===== config.mk =====
export PLATFORM = sky130hd
export DESIGN_NAME = crc_checked_frame_receiver_top_flat
export DESIGN_NICKNAME = d
export VERILOG_FILES = /design/src/hw/rtl/cfr_pkg.sv /design/src/hw/rtl/cfr_in_if.sv /design/src/hw/rtl/cfr_out_if.sv /design/src/hw/rtl/cfr_regs.sv /design/src/hw/rtl/cfr_front.sv /design/src/hw/rtl/cfr_back.sv /design/src/hw/rtl/crc_checked_frame_receiver_top.sv /design/src/flat_wrapper.sv
export SDC_FILE = /design/constraint.sdc
export NUM_CORES = 1
export LEC_CHECK = 0
export BUFFER_PORTS_ARGS = -buffer_cell sky130_fd_sc_hd__buf_2
export CELL_PAD_IN_SITES_DETAIL_PLACEMENT = 0
export CELL_PAD_IN_SITES_GLOBAL_PLACEMENT = 1
export CORE_UTILIZATION = 30
export DETAILED_ROUTE_END_ITERATION = 10
export MAX_ROUTING_LAYER = met4
export PLACE_DENSITY_LB_ADDON = 0.1
export SETUP_SLACK_MARGIN = 0.5
export SYNTH_ARGS = -nofsm -noshare
export SYNTH_HDL_FRONTEND = slang
export SYNTH_SLANG_ARGS = --single-unit

===== constraint.sdc =====
create_clock -name i_clk -period 10.4 [get_ports i_clk]
set_input_delay 1.04 -clock i_clk [delete_from_list [all_inputs] [get_ports i_clk]]
set_output_delay 1.04 -clock i_clk [all_outputs]
set_load 0.02 [all_outputs]

===== src/hw/rtl/cfr_pkg.sv =====
// Shared types, codes and the CRC-16/CCITT byte step for the frame receiver.
package cfr_pkg;

    // APB address width: seven 32-bit registers at byte address 4*i
    localparam int unsigned AddrW = 5;

    // Register indexes, taken from paddr[4:2]
    typedef enum logic [2:0] {
        REG_SYNC_FIRST  = 3'd0,
        REG_SYNC_SECOND = 3'd1,
        REG_CODE_BEGIN  = 3'd2,
        REG_CODE_CHUNK  = 3'd3,
        REG_CODE_FINISH = 3'd4,
        REG_CODE_PING   = 3'd5,
        REG_MAX_PAYLOAD = 3'd6
    } t_reg_idx;

    // Reset values of the registers
    localparam logic [7:0]  SyncFirstRst  = 8'hEB;
    localparam logic [7:0]  SyncSecondRst = 8'h00;
    localparam logic [7:0]  CodeBeginRst  = 8'd1;
    localparam logic [7:0]  CodeChunkRst  = 8'd2;
    localparam logic [7:0]  CodeFinishRst = 8'd3;
    localparam logic [7:0]  CodePingRst   = 8'd4;
    localparam logic [15:0] MaxPayloadRst = 16'd4096;

    localparam logic [15:0] CrcPoly = 16'h1021;
    localparam logic [15:0] CrcInit = 16'h0000;

    // Frame parser phases
    typedef enum logic [2:0] {
        PH_IDLE = 3'd0,
        PH_SYNC = 3'd1,
        PH_CMD  = 3'd2,
        PH_LEN  = 3'd3,
        PH_DATA = 3'd4,
        PH_CRC  = 3'd5
    } t_phase;

    // Result event codes
    typedef enum logic [2:0] {
        EV_NONE    = 3'd0,
        EV_PAYLOAD = 3'd1,
        EV_GOOD    = 3'd2,
        EV_CRC_BAD = 3'd3,
        EV_BAD_CMD = 3'd4,
        EV_BAD_LEN = 3'd5
    } t_event;

    // Configuration register file contents
    typedef struct packed {
        logic [7:0]  sync_first;
        logic [7:0]  sync_second;
        logic [7:0]  code_begin;
        logic [7:0]  code_chunk;
        logic [7:0]  code_finish;
        logic [7:0]  code_ping;
        logic [15:0] max_payload;
    } t_cfg;

    // One queued received byte with its classification
    typedef struct packed {
        logic [7:0] rx_byte;
        logic       is_sync_first;
        logic       is_sync_second;
        logic       is_code;
    } t_qent;

    // Front-to-back queue head
    typedef struct packed {
        logic  valid;
        t_qent ent;
    } t_qhead;

    // One result beat
    typedef struct packed {
        t_event      event_res;
        logic [7:0]  frame_command;
        logic [15:0] frame_length;
        logic [7:0]  payload_byte;
        logic [15:0] payload_index;
        logic        nak_valid;
        logic [15:0] nak_index;
    } t_result;

    // CRC-16/CCITT, MSB first, one byte
    function automatic logic [15:0] crc_update(input logic [15:0] crc, input logic [7:0] b);
        logic [15:0] c;
        c = crc ^ {b, 8'h00};
        for (int i = 0; i < 8; i++) begin
            if (c[15]) begin
                c = {c[14:0], 1'b0} ^ CrcPoly;
            end else begin
                c = {c[14:0], 1'b0};
            end
        end
        return c;
    endfunction

endpackage


===== src/hw/rtl/cfr_in_if.sv =====
// Received-byte channel: valid/ready handshake with one byte per beat.
interface cfr_in_if;
    logic       valid;
    logic       ready;
    logic [7:0] rx_byte;

    modport source (output valid, output rx_byte, input ready);
    modport sink   (input valid, input rx_byte, output ready);
endinterface


===== src/hw/rtl/cfr_out_if.sv =====
// Result channel: valid/ready handshake with one result per beat.
interface cfr_out_if;
    logic        valid;
    logic        ready;
    logic [2:0]  event_res;
    logic [7:0]  frame_command;
    logic [15:0] frame_length;
    logic [7:0]  payload_byte;
    logic [15:0] payload_index;
    logic        nak_valid;
    logic [15:0] nak_index;

    modport source (
        output valid, output event_res, output frame_command, output frame_length,
        output payload_byte, output payload_index, output nak_valid, output nak_index,
        input ready
    );
    modport sink (
        input valid, input event_res, input frame_command, input frame_length,
        input payload_byte, input payload_index, input nak_valid, input nak_index,
        output ready
    );
endinterface


===== src/hw/rtl/cfr_regs.sv =====
// APB configuration register file of the frame receiver.
module cfr_regs
    import cfr_pkg::*;
(
    input  logic             i_clk,
    input  logic             i_rst_n,
    input  logic             i_psel,
    input  logic             i_penable,
    input  logic             i_pwrite,
    input  logic [AddrW-1:0] i_paddr,
    input  logic [31:0]      i_pwdata,
    output logic [31:0]      o_prdata,
    output logic             o_pready,
    output t_cfg             o_cfg
);

    t_cfg     r_cfg;
    logic     wr_en;
    t_reg_idx idx;

    assign wr_en    = i_psel & i_penable & i_pwrite;
    assign idx      = t_reg_idx'(i_paddr[AddrW-1:2]);
    assign o_pready = 1'b1;
    assign o_cfg    = r_cfg;

    // register writes in the access cycle
    always_ff @(posedge i_clk) begin
        if (!i_rst_n) begin
            r_cfg.sync_first  <= SyncFirstRst;
            r_cfg.sync_second <= SyncSecondRst;
            r_cfg.code_begin  <= CodeBeginRst;
            r_cfg.code_chunk  <= CodeChunkRst;
            r_cfg.code_finish <= CodeFinishRst;
            r_cfg.code_ping   <= CodePingRst;
            r_cfg.max_payload <= MaxPayloadRst;
        end else if (wr_en) begin
            case (idx)
                REG_SYNC_FIRST:  r_cfg.sync_first  <= i_pwdata[7:0];
                REG_SYNC_SECOND: r_cfg.sync_second <= i_pwdata[7:0];
                REG_CODE_BEGIN:  r_cfg.code_begin  <= i_pwdata[7:0];
                REG_CODE_CHUNK:  r_cfg.code_chunk  <= i_pwdata[7:0];
                REG_CODE_FINISH: r_cfg.code_finish <= i_pwdata[7:0];
                REG_CODE_PING:   r_cfg.code_ping   <= i_pwdata[7:0];
                REG_MAX_PAYLOAD: r_cfg.max_payload <= i_pwdata[15:0];
                default: ;
            endcase
        end
    end

    // read-back mux
    always_comb begin
        case (idx)
            REG_SYNC_FIRST:  o_prdata = {24'h0, r_cfg.sync_first};
            REG_SYNC_SECOND: o_prdata = {24'h0, r_cfg.sync_second};
            REG_CODE_BEGIN:  o_prdata = {24'h0, r_cfg.code_begin};
            REG_CODE_CHUNK:  o_prdata = {24'h0, r_cfg.code_chunk};
            REG_CODE_FINISH: o_prdata = {24'h0, r_cfg.code_finish};
            REG_CODE_PING:   o_prdata = {24'h0, r_cfg.code_ping};
            REG_MAX_PAYLOAD: o_prdata = {16'h0, r_cfg.max_payload};
            default:         o_prdata = 32'h0;
        endcase
    end

endmodule


===== src/hw/rtl/cfr_front.sv =====
// Front end: accepts received bytes, classifies them and queues them (two entries).
module cfr_front
    import cfr_pkg::*;
(
    input  logic   i_clk,
    input  logic   i_rst_n,
    input  t_cfg   i_cfg,
    cfr_in_if.sink rx,
    input  logic   i_pop,
    output t_qhead o_head
);

    t_qent      r_mem [2];
    logic       r_wr_ptr;
    logic       r_rd_ptr;
    logic [1:0] r_count;
    logic       push;
    logic       pop;
    t_qent      cls;

    // classify the incoming byte against the sync word and command codes
    always_comb begin
        cls.rx_byte        = rx.rx_byte;
        cls.is_sync_first  = (rx.rx_byte == i_cfg.sync_first);
        cls.is_sync_second = (rx.rx_byte == i_cfg.sync_second);
        cls.is_code        = (rx.rx_byte == i_cfg.code_begin)  ||
                             (rx.rx_byte == i_cfg.code_chunk)  ||
                             (rx.rx_byte == i_cfg.code_finish) ||
                             (rx.rx_byte == i_cfg.code_ping);
    end

    assign rx.ready     = (r_count != 2'd2);
    assign push         = rx.valid & rx.ready;
    assign pop          = i_pop & (r_count != 2'd0);
    assign o_head.valid = (r_count != 2'd0);
    assign o_head.ent   = r_mem[r_rd_ptr];

    // queue storage
    always_ff @(posedge i_clk) begin
        if (push) begin
            r_mem[r_wr_ptr] <= cls;
        end
    end

    // queue pointers and fill count
    always_ff @(posedge i_clk) begin
        if (!i_rst_n) begin
            r_wr_ptr <= 1'b0;
            r_rd_ptr <= 1'b0;
            r_count  <= 2'd0;
        end else begin
            if (push) begin
                r_wr_ptr <= ~r_wr_ptr;
            end
            if (pop) begin
                r_rd_ptr <= ~r_rd_ptr;
            end
            r_count <= r_count + {1'b0, push} - {1'b0, pop};
        end
    end

endmodule


===== src/hw/rtl/cfr_back.sv =====
// Back end: frame parser, CRC check and the result output register.
module cfr_back
    import cfr_pkg::*;
(
    input  logic     i_clk,
    input  logic     i_rst_n,
    input  t_cfg     i_cfg,
    input  t_qhead   i_head,
    output logic     o_pop,
    cfr_out_if.source res
);

    t_phase      r_phase,   n_phase;
    logic [7:0]  r_cmd,     n_cmd;
    logic [31:0] r_len,     n_len;
    logic [15:0] r_pos,     n_pos;
    logic [15:0] r_crc,     n_crc;
    logic [7:0]  r_crc_lo,  n_crc_lo;
    logic        r_crc_half, n_crc_half;
    logic [15:0] r_lead,    n_lead;

    logic        r_out_valid;
    t_result     r_out;
    t_result     nres;
    logic        finish;
    logic [7:0]  b;
    logic [16:0] pos_inc;
    logic [31:0] len_byte;

    assign o_pop   = i_head.valid & (~r_out_valid | res.ready);
    assign b       = i_head.ent.rx_byte;
    assign pos_inc = {1'b0, r_pos} + 17'd1;

    // little-endian lane of the length word
    always_comb begin
        unique case (r_pos[1:0])
            2'd0: len_byte = {24'h0, b};
            2'd1: len_byte = {16'h0, b, 8'h0};
            2'd2: len_byte = {8'h0, b, 16'h0};
            2'd3: len_byte = {b, 24'h0};
        endcase
    end

    // frame parser: next state and result for the byte at the queue head
    always_comb begin
        n_phase    = r_phase;
        n_cmd      = r_cmd;
        n_len      = r_len;
        n_pos      = r_pos;
        n_crc      = r_crc;
        n_crc_lo   = r_crc_lo;
        n_crc_half = r_crc_half;
        n_lead     = r_lead;
        finish     = 1'b0;
        nres       = '0;
        nres.event_res = EV_NONE;

        unique case (r_phase)
            PH_SYNC: begin
                if (i_head.ent.is_sync_second) begin
                    n_phase = PH_CMD;
                    n_crc   = CrcInit;
                end else if (!i_head.ent.is_sync_first) begin
                    n_phase = PH_IDLE;
                end
            end
            PH_CMD: begin
                n_cmd = b;
                if (i_head.ent.is_code) begin
                    n_crc   = crc_update(r_crc, b);
                    n_len   = '0;
                    n_pos   = '0;
                    n_phase = PH_LEN;
                end else begin
                    nres.event_res = EV_BAD_CMD;
                    finish = 1'b1;
                end
            end
            PH_LEN: begin
                n_len = r_len | len_byte;
                n_crc = crc_update(r_crc, b);
                n_pos = pos_inc[15:0];
                if (r_pos[1:0] == 2'd3) begin
                    n_pos = '0;
                    if (n_len > {16'h0, i_cfg.max_payload}) begin
                        nres.event_res = EV_BAD_LEN;
                        finish = 1'b1;
                    end else if (n_len == 32'h0) begin
                        n_phase    = PH_CRC;
                        n_crc_lo   = '0;
                        n_crc_half = 1'b0;
                    end else begin
                        n_phase = PH_DATA;
                    end
                end
            end
            PH_DATA: begin
                nres.event_res     = EV_PAYLOAD;
                nres.payload_byte  = b;
                nres.payload_index = r_pos;
                if (r_pos == 16'd0) begin
                    n_lead = {r_lead[15:8], b};
                end else if (r_pos == 16'd1) begin
                    n_lead = {b, r_lead[7:0]};
                end
                n_crc = crc_update(r_crc, b);
                n_pos = pos_inc[15:0];
                if ({15'h0, pos_inc} >= r_len) begin
                    n_phase    = PH_CRC;
                    n_crc_lo   = '0;
                    n_crc_half = 1'b0;
                end
            end
            PH_CRC: begin
                if (!r_crc_half) begin
                    n_crc_lo   = b;
                    n_crc_half = 1'b1;
                end else begin
                    if ({b, r_crc_lo} == r_crc) begin
                        nres.event_res = EV_GOOD;
                    end else begin
                        nres.event_res = EV_CRC_BAD;
                        if ((r_cmd == i_cfg.code_chunk) && (r_len >= 32'd2)) begin
                            nres.nak_valid = 1'b1;
                            nres.nak_index = r_lead;
                        end
                    end
                    finish = 1'b1;
                end
            end
            default: begin
                // hunting, also any unused phase code
                n_phase = i_head.ent.is_sync_first ? PH_SYNC : PH_IDLE;
            end
        endcase

        // the result shows the frame's command and saturated length
        nres.frame_command = n_cmd;
        nres.frame_length  = (n_len[31:16] != 16'h0) ? 16'hFFFF : n_len[15:0];

        if (finish) begin
            n_phase    = PH_IDLE;
            n_cmd      = '0;
            n_len      = '0;
            n_pos      = '0;
            n_crc      = '0;
            n_crc_lo   = '0;
            n_crc_half = 1'b0;
            n_lead     = '0;
        end
    end

    // parser state
    always_ff @(posedge i_clk) begin
        if (!i_rst_n) begin
            r_phase    <= PH_IDLE;
            r_cmd      <= '0;
            r_len      <= '0;
            r_pos      <= '0;
            r_crc      <= '0;
            r_crc_lo   <= '0;
            r_crc_half <= 1'b0;
            r_lead     <= '0;
        end else if (o_pop) begin
            r_phase    <= n_phase;
            r_cmd      <= n_cmd;
            r_len      <= n_len;
            r_pos      <= n_pos;
            r_crc      <= n_crc;
            r_crc_lo   <= n_crc_lo;
            r_crc_half <= n_crc_half;
            r_lead     <= n_lead;
        end
    end

    // output register: valid flag
    always_ff @(posedge i_clk) begin
        if (!i_rst_n) begin
            r_out_valid <= 1'b0;
        end else if (o_pop) begin
            r_out_valid <= 1'b1;
        end else if (res.ready) begin
            r_out_valid <= 1'b0;
        end
    end

    // output register: payload
    always_ff @(posedge i_clk) begin
        if (o_pop) begin
            r_out <= nres;
        end
    end

    assign res.valid         = r_out_valid;
    assign res.event_res     = r_out.event_res;
    assign res.frame_command = r_out.frame_command;
    assign res.frame_length  = r_out.frame_length;
    assign res.payload_byte  = r_out.payload_byte;
    assign res.payload_index = r_out.payload_index;
    assign res.nak_valid     = r_out.nak_valid;
    assign res.nak_index     = r_out.nak_index;

endmodule


===== src/hw/rtl/crc_checked_frame_receiver_top.sv =====
// Top level of the CRC-checked frame receiver.
//
//   port        dir  beat / transfer
//   i_rx        in   one received byte (rx_byte)
//   o_res       out  one result per byte (event, command, length, payload, nak)
//   i_p*/o_p*   cfg  APB register writes and reads, register i at byte 4*i
//
// One byte per cycle sustained while o_res is ready: each byte costs one pass of
// the parser and one byte-wide CRC step in the back end, which registers its result.
// The two-entry byte queue lets the input keep flowing while a result waits.
// Synchronous active-low reset returns the parser to sync hunting and the
// registers to their defaults; no clearing pass is needed.
module crc_checked_frame_receiver_top
    import cfr_pkg::*;
(
    input  logic             i_clk,
    input  logic             i_rst_n,
    cfr_in_if.sink           i_rx,
    cfr_out_if.source        o_res,
    input  logic             i_psel,
    input  logic             i_penable,
    input  logic             i_pwrite,
    input  logic [AddrW-1:0] i_paddr,
    input  logic [31:0]      i_pwdata,
    output logic [31:0]      o_prdata,
    output logic             o_pready
);

    t_cfg   cfg;
    t_qhead head;
    logic   pop;

    // configuration registers
    cfr_regs u_regs (
        .i_clk     (i_clk),
        .i_rst_n   (i_rst_n),
        .i_psel    (i_psel),
        .i_penable (i_penable),
        .i_pwrite  (i_pwrite),
        .i_paddr   (i_paddr),
        .i_pwdata  (i_pwdata),
        .o_prdata  (o_prdata),
        .o_pready  (o_pready),
        .o_cfg     (cfg)
    );

    // byte intake and classification
    cfr_front u_front (
        .i_clk   (i_clk),
        .i_rst_n (i_rst_n),
        .i_cfg   (cfg),
        .rx      (i_rx),
        .i_pop   (pop),
        .o_head  (head)
    );

    // frame parsing and result output
    cfr_back u_back (
        .i_clk   (i_clk),
        .i_rst_n (i_rst_n),
        .i_cfg   (cfg),
        .i_head  (head),
        .o_pop   (pop),
        .res     (o_res)
    );

endmodule

===== src/flat_wrapper.sv =====
// flat-port wrapper written by rule: the top's interface ports become plain ports
module crc_checked_frame_receiver_top_flat import cfr_pkg::*;
  (i_clk, i_rst_n, i_psel, i_penable, i_pwrite, i_paddr, i_pwdata, o_prdata, o_pready, i_rx_valid, i_rx_rx_byte, i_rx_ready, o_res_valid, o_res_event_res, o_res_frame_command, o_res_frame_length, o_res_payload_byte, o_res_payload_index, o_res_nak_valid, o_res_nak_index, o_res_ready);
  cfr_in_if i_rx_i ();
  cfr_out_if o_res_i ();
  input  logic i_clk;
  input  logic i_rst_n;
  input  logic i_psel;
  input  logic i_penable;
  input  logic i_pwrite;
  input  logic [AddrW-1:0] i_paddr;
  input  logic [31:0] i_pwdata;
  output logic [31:0] o_prdata;
  output logic o_pready;
  input wire logic [$bits(i_rx_i.valid)-1:0] i_rx_valid;
  input wire logic [$bits(i_rx_i.rx_byte)-1:0] i_rx_rx_byte;
  output wire logic [$bits(i_rx_i.ready)-1:0] i_rx_ready;
  output wire logic [$bits(o_res_i.valid)-1:0] o_res_valid;
  output wire logic [$bits(o_res_i.event_res)-1:0] o_res_event_res;
  output wire logic [$bits(o_res_i.frame_command)-1:0] o_res_frame_command;
  output wire logic [$bits(o_res_i.frame_length)-1:0] o_res_frame_length;
  output wire logic [$bits(o_res_i.payload_byte)-1:0] o_res_payload_byte;
  output wire logic [$bits(o_res_i.payload_index)-1:0] o_res_payload_index;
  output wire logic [$bits(o_res_i.nak_valid)-1:0] o_res_nak_valid;
  output wire logic [$bits(o_res_i.nak_index)-1:0] o_res_nak_index;
  input wire logic [$bits(o_res_i.ready)-1:0] o_res_ready;
  assign i_rx_i.valid = i_rx_valid;
  assign i_rx_i.rx_byte = i_rx_rx_byte;
  assign i_rx_ready = i_rx_i.ready;
  assign o_res_valid = o_res_i.valid;
  assign o_res_event_res = o_res_i.event_res;
  assign o_res_frame_command = o_res_i.frame_command;
  assign o_res_frame_length = o_res_i.frame_length;
  assign o_res_payload_byte = o_res_i.payload_byte;
  assign o_res_payload_index = o_res_i.payload_index;
  assign o_res_nak_valid = o_res_i.nak_valid;
  assign o_res_nak_index = o_res_i.nak_index;
  assign o_res_i.ready = o_res_ready;
  crc_checked_frame_receiver_top u_core (.i_clk(i_clk), .i_rst_n(i_rst_n), .i_rx(i_rx_i), .o_res(o_res_i), .i_psel(i_psel), .i_penable(i_penable), .i_pwrite(i_pwrite), .i_paddr(i_paddr), .i_pwdata(i_pwdata), .o_prdata(o_prdata), .o_pready(o_pready));
endmodule

==> results.cfg <==
[status]
run_status = finished, final reports clean

[critical_path]
required_ns = 10.77
worst_setup_path_startpoint = u_core.u_back.r_pos[0]
worstReg2RegStart = u_core.u_back.r_pos[0]
r2r_setup_slack_ns = 5.24
start_kind = flop
endpoint = u_core.u_back.r_crc_lo[0]
timing.critical_path.arrival_ns = 5.53
timing.rr.end = u_core.u_back.r_crc_lo[0]
critical_path_class = reg -> reg
critical_path_peak_fanout = 9
reg2regPathDepth = 16
end_kind = flop

[timing]
unrepaired_setup_endpoints_after_global_routing = false
final.period_utilization_pct = 49.6
final-hold-violation-count = 0
setup_tns_ns = 0
slew-limit-headroom_pct = 19.0
hold_slack_ns = 0.449
fin_worst_skew_ns = 0.0229
finalWorstPathRequiredPeriod_ns = 5.16
report.final.setup_viol = 0
fmaxAchievable_ghz = 0.194
worst_slew_pin_slew_ns = 1.21
slew_violations = 0
post-route-worst-setup-slack_ns = 5.24

[synthesis]
async_reset_ff_share_pct = 0
ys_ff_latch = 260
post_synth.cell_area_avg_sq_um = 9.18
postSynth.topFlopCell = sky130_fd_sc_hd__dfxtp_1
postSynthCellCount = 1432
synth_enable_flop_cells = 90
syn-cell-area_sq_mm = 0.0131
synth_cell_types = 74
ys.warnings.count = 0
sequential_fraction_of_the_synthesis_area_pct = 46.5

[clocking]
clk-insertion-delay-late_ns = 0.55
clk_pin_slew_worst_paths_ns = 0.06
cts_tree = done
tritoncts_num_sinks = 260
ctsHtreeMaxLevel = 2
clock_root_buffer = sky130_fd_sc_hd__clkbuf_16
numCtsBuffers = 34
cts.hold.buffers_added = 0
postCtsSetupBuffers = 0
cts_max_path_buffers = 3
postCtsResizedCells = 0

[finish]
area_growth_pct = 16.4
drive_above_1_share_pct = 14.3
layout.nets = 1614
antenna_cells_inserted = 0
postLayoutCellArea_sq_mm = 0.0153
fin_cells = 2130
layout.area.seq_sq_mm = 0.00611
multi_input_comb_area_sq_mm = 0.00640
fillers = 4593
post-route-util_pct = 35.4

[route]
antenna_violating_nets_remaining = 0
via_per_inst = 5.01
drt-pass1-iter-count = 5
routed_wirelength_um = 43000
drcViolationCount = 0
via_count = 10665
violation_count_after_the_first_detailed_route_iteration = 631
avgRoutedWirePerCell_um = 20.2

[grt]
number_of_global_route_vias_before_repair = 10487
first_pass_grt_wire_length_um = 65200
grt_antenna_before_repair = 0
grt_usage_pct = 19.9
grt_max_degree = 92
remaining_overflow_grt = 0

[power]
static-leakage-power_nw = 5.84
power.density_cell_area_mw_per_mm2 = 209
fin_total_pwr_mw = 3.19
vdd.ir_drop.worst_mv = 0.0948

[placed_design]
placedInstanceArea_sq_mm = 0.0142
routabilityCongestion = 0.849
post-place-ws_ns = 5.16
numPortBuffers = 119
detailed_place_hpwl_um = 29600
dpl.cell_count = 2068

[die]
dieHeight_um = 211
placement_rows = 76
die_boundary_width_um = 211
core_sq_mm = 0.0432
fp.dieArea_sq_mm = 0.0446
floorplan.initialDensity_pct = 30.4
boundaryPins = 155

[worst_hold_path]
worstHoldPathType = reg -> reg

[job]
max_cap_violations = 0
placed cells by master (no fill, tap or decap), drive strengths merged, types with 43 or more instances in the layout:
cell type	synthesis	layout
a21oi	130	130
buf	28	137
dfxtp	170	170
edfxtp	90	90
ha	43	43
inv	58	60
mux2i	54	54
nand2	181	181
nand3	58	58
nor2	99	99
xnor2	70	70
synthesized netlist by cell type, types with 8 or more instances:
master / number / area [sq um]
sky130_fd_sc_hd__edfxtp_1: 90 / 2700
sky130_fd_sc_hd__nor3_1: 30 / 150
sky130_fd_sc_hd__nand2_1: 180 / 676
sky130_fd_sc_hd__nor2_1: 99 / 372
sky130_fd_sc_hd__o31ai_1: 17 / 128
sky130_fd_sc_hd__inv_1: 57 / 214
sky130_fd_sc_hd__a21oi_1: 129 / 646
sky130_fd_sc_hd__ha_1: 43 / 538
sky130_fd_sc_hd__nor4_1: 18 / 113
sky130_fd_sc_hd__o21ai_0: 38 / 190
sky130_fd_sc_hd__nand4_1: 23 / 144
sky130_fd_sc_hd__or3_1: 18 / 113
sky130_fd_sc_hd__clkbuf_1: 73 / 274
sky130_fd_sc_hd__dfxtp_1: 170 / 3400
sky130_fd_sc_hd__xor2_1: 36 / 315
sky130_fd_sc_hd__nand3_1: 58 / 290
sky130_fd_sc_hd__buf_4: 17 / 128
sky130_fd_sc_hd__and3_1: 9 / 56.3
sky130_fd_sc_hd__o22ai_1: 29 / 181
sky130_fd_sc_hd__mux2i_1: 52 / 521
sky130_fd_sc_hd__or4_1: 8 / 60.1
sky130_fd_sc_hd__xnor2_1: 70 / 613
sky130_fd_sc_hd__and2_1: 38 / 238
sky130_fd_sc_hd__a31oi_1: 10 / 62.6
metal layers:
layer / vias to the layer above / track usage (%) / share of wire [%]
met5: - / - / 0
met3: 68 / 3.02 / 3.9
met4: 0 / 6.10 / 2.7
met2: 234 / 31.0 / 46
li1: 5215 / - / -
met1: 5148 / 26.5 / 47
registers in the layout (all words and copies together) (netlist names), 16 cells and up, named ones only:
name                             flops
u_core.u_back.r_lead                16
u_core.u_regs.o_cfg                 64
u_core.u_back.r_pos                 16
u_core.u_back.r_crc                 16
u_core.u_front.r_mem                22
u_core.u_back.res.frame_length      16
u_core.u_back.res.nak_index         16
u_core.u_back.res.payload_index     16
u_core.u_back.r_len                 32
cell type report:
class	instances	share of cell area (%)
timing repair buffer	137	4.78
multi-input combinational	1026	41.9
tap	585	4.79
clock buffer	40	5.91
inverter	60	1.50
clock inverter	22	1.24
sequential	260	39.9
critical path, stage by stage, from the launching register on:
cell and delay, ns:
sky130_fd_sc_hd__dfxtp_1 0.47, sky130_fd_sc_hd__ha_1 0.36, sky130_fd_sc_hd__nand3_1 0.23, sky130_fd_sc_hd__or2_2 0.42, sky130_fd_sc_hd__or3_1 0.42, sky130_fd_sc_hd__or2_2 0.38
sky130_fd_sc_hd__nor2_1 0.30, sky130_fd_sc_hd__xor2_1 0.15, sky130_fd_sc_hd__ha_1 0.31, sky130_fd_sc_hd__nand4_1 0.10, sky130_fd_sc_hd__or3_1 0.40, sky130_fd_sc_hd__a21oi_1 0.13
sky130_fd_sc_hd__a21oi_1 0.05, sky130_fd_sc_hd__a41oi_1 0.29, sky130_fd_sc_hd__nand2_1 0.10, sky130_fd_sc_hd__a21oi_1 0.69, sky130_fd_sc_hd__o22ai_1 0.17
power by group:
group,internal [mW],switching [mW],leakage (nW)
combinational,0.221,0.555,3.06
clock,0.677,0.487,0.525
sequential,1.20,0.0477,2.25
worst min-delay path by stage:
stage,depth (start not counted),slack [ns],start,end
after global placement,1,0.44,u_core.u_back.r_len[25],u_core.u_back.r_len[25]
after detailed placement,1,0.44,u_core.u_back.r_len[25],u_core.u_back.r_len[25]
final,1,0.45,u_core.u_back.r_len[25],u_core.u_back.r_len[25]
after global routing,1,0.48,u_core.u_back.r_len[31],u_core.u_back.r_len[31]
after CTS,2,0.45,u_core.u_back.r_crc_half,u_core.u_back.r_crc_half
after floorplan,1,0.42,u_core.u_back.r_len[25],u_core.u_back.r_len[25]
cells by family after synthesis:
group | share of synthesized area (%)
and+or+nand+nor | 18.7
AOI/OAI and AO/OA | 12.9
DFF | 46.5
buffers and inverters | 5.35
xor gates and xnor gates | 7.07
muxes | 5.37
adders and majority gates | 4.09
other | 0.0572
Power figures use the tool's default switching activity.
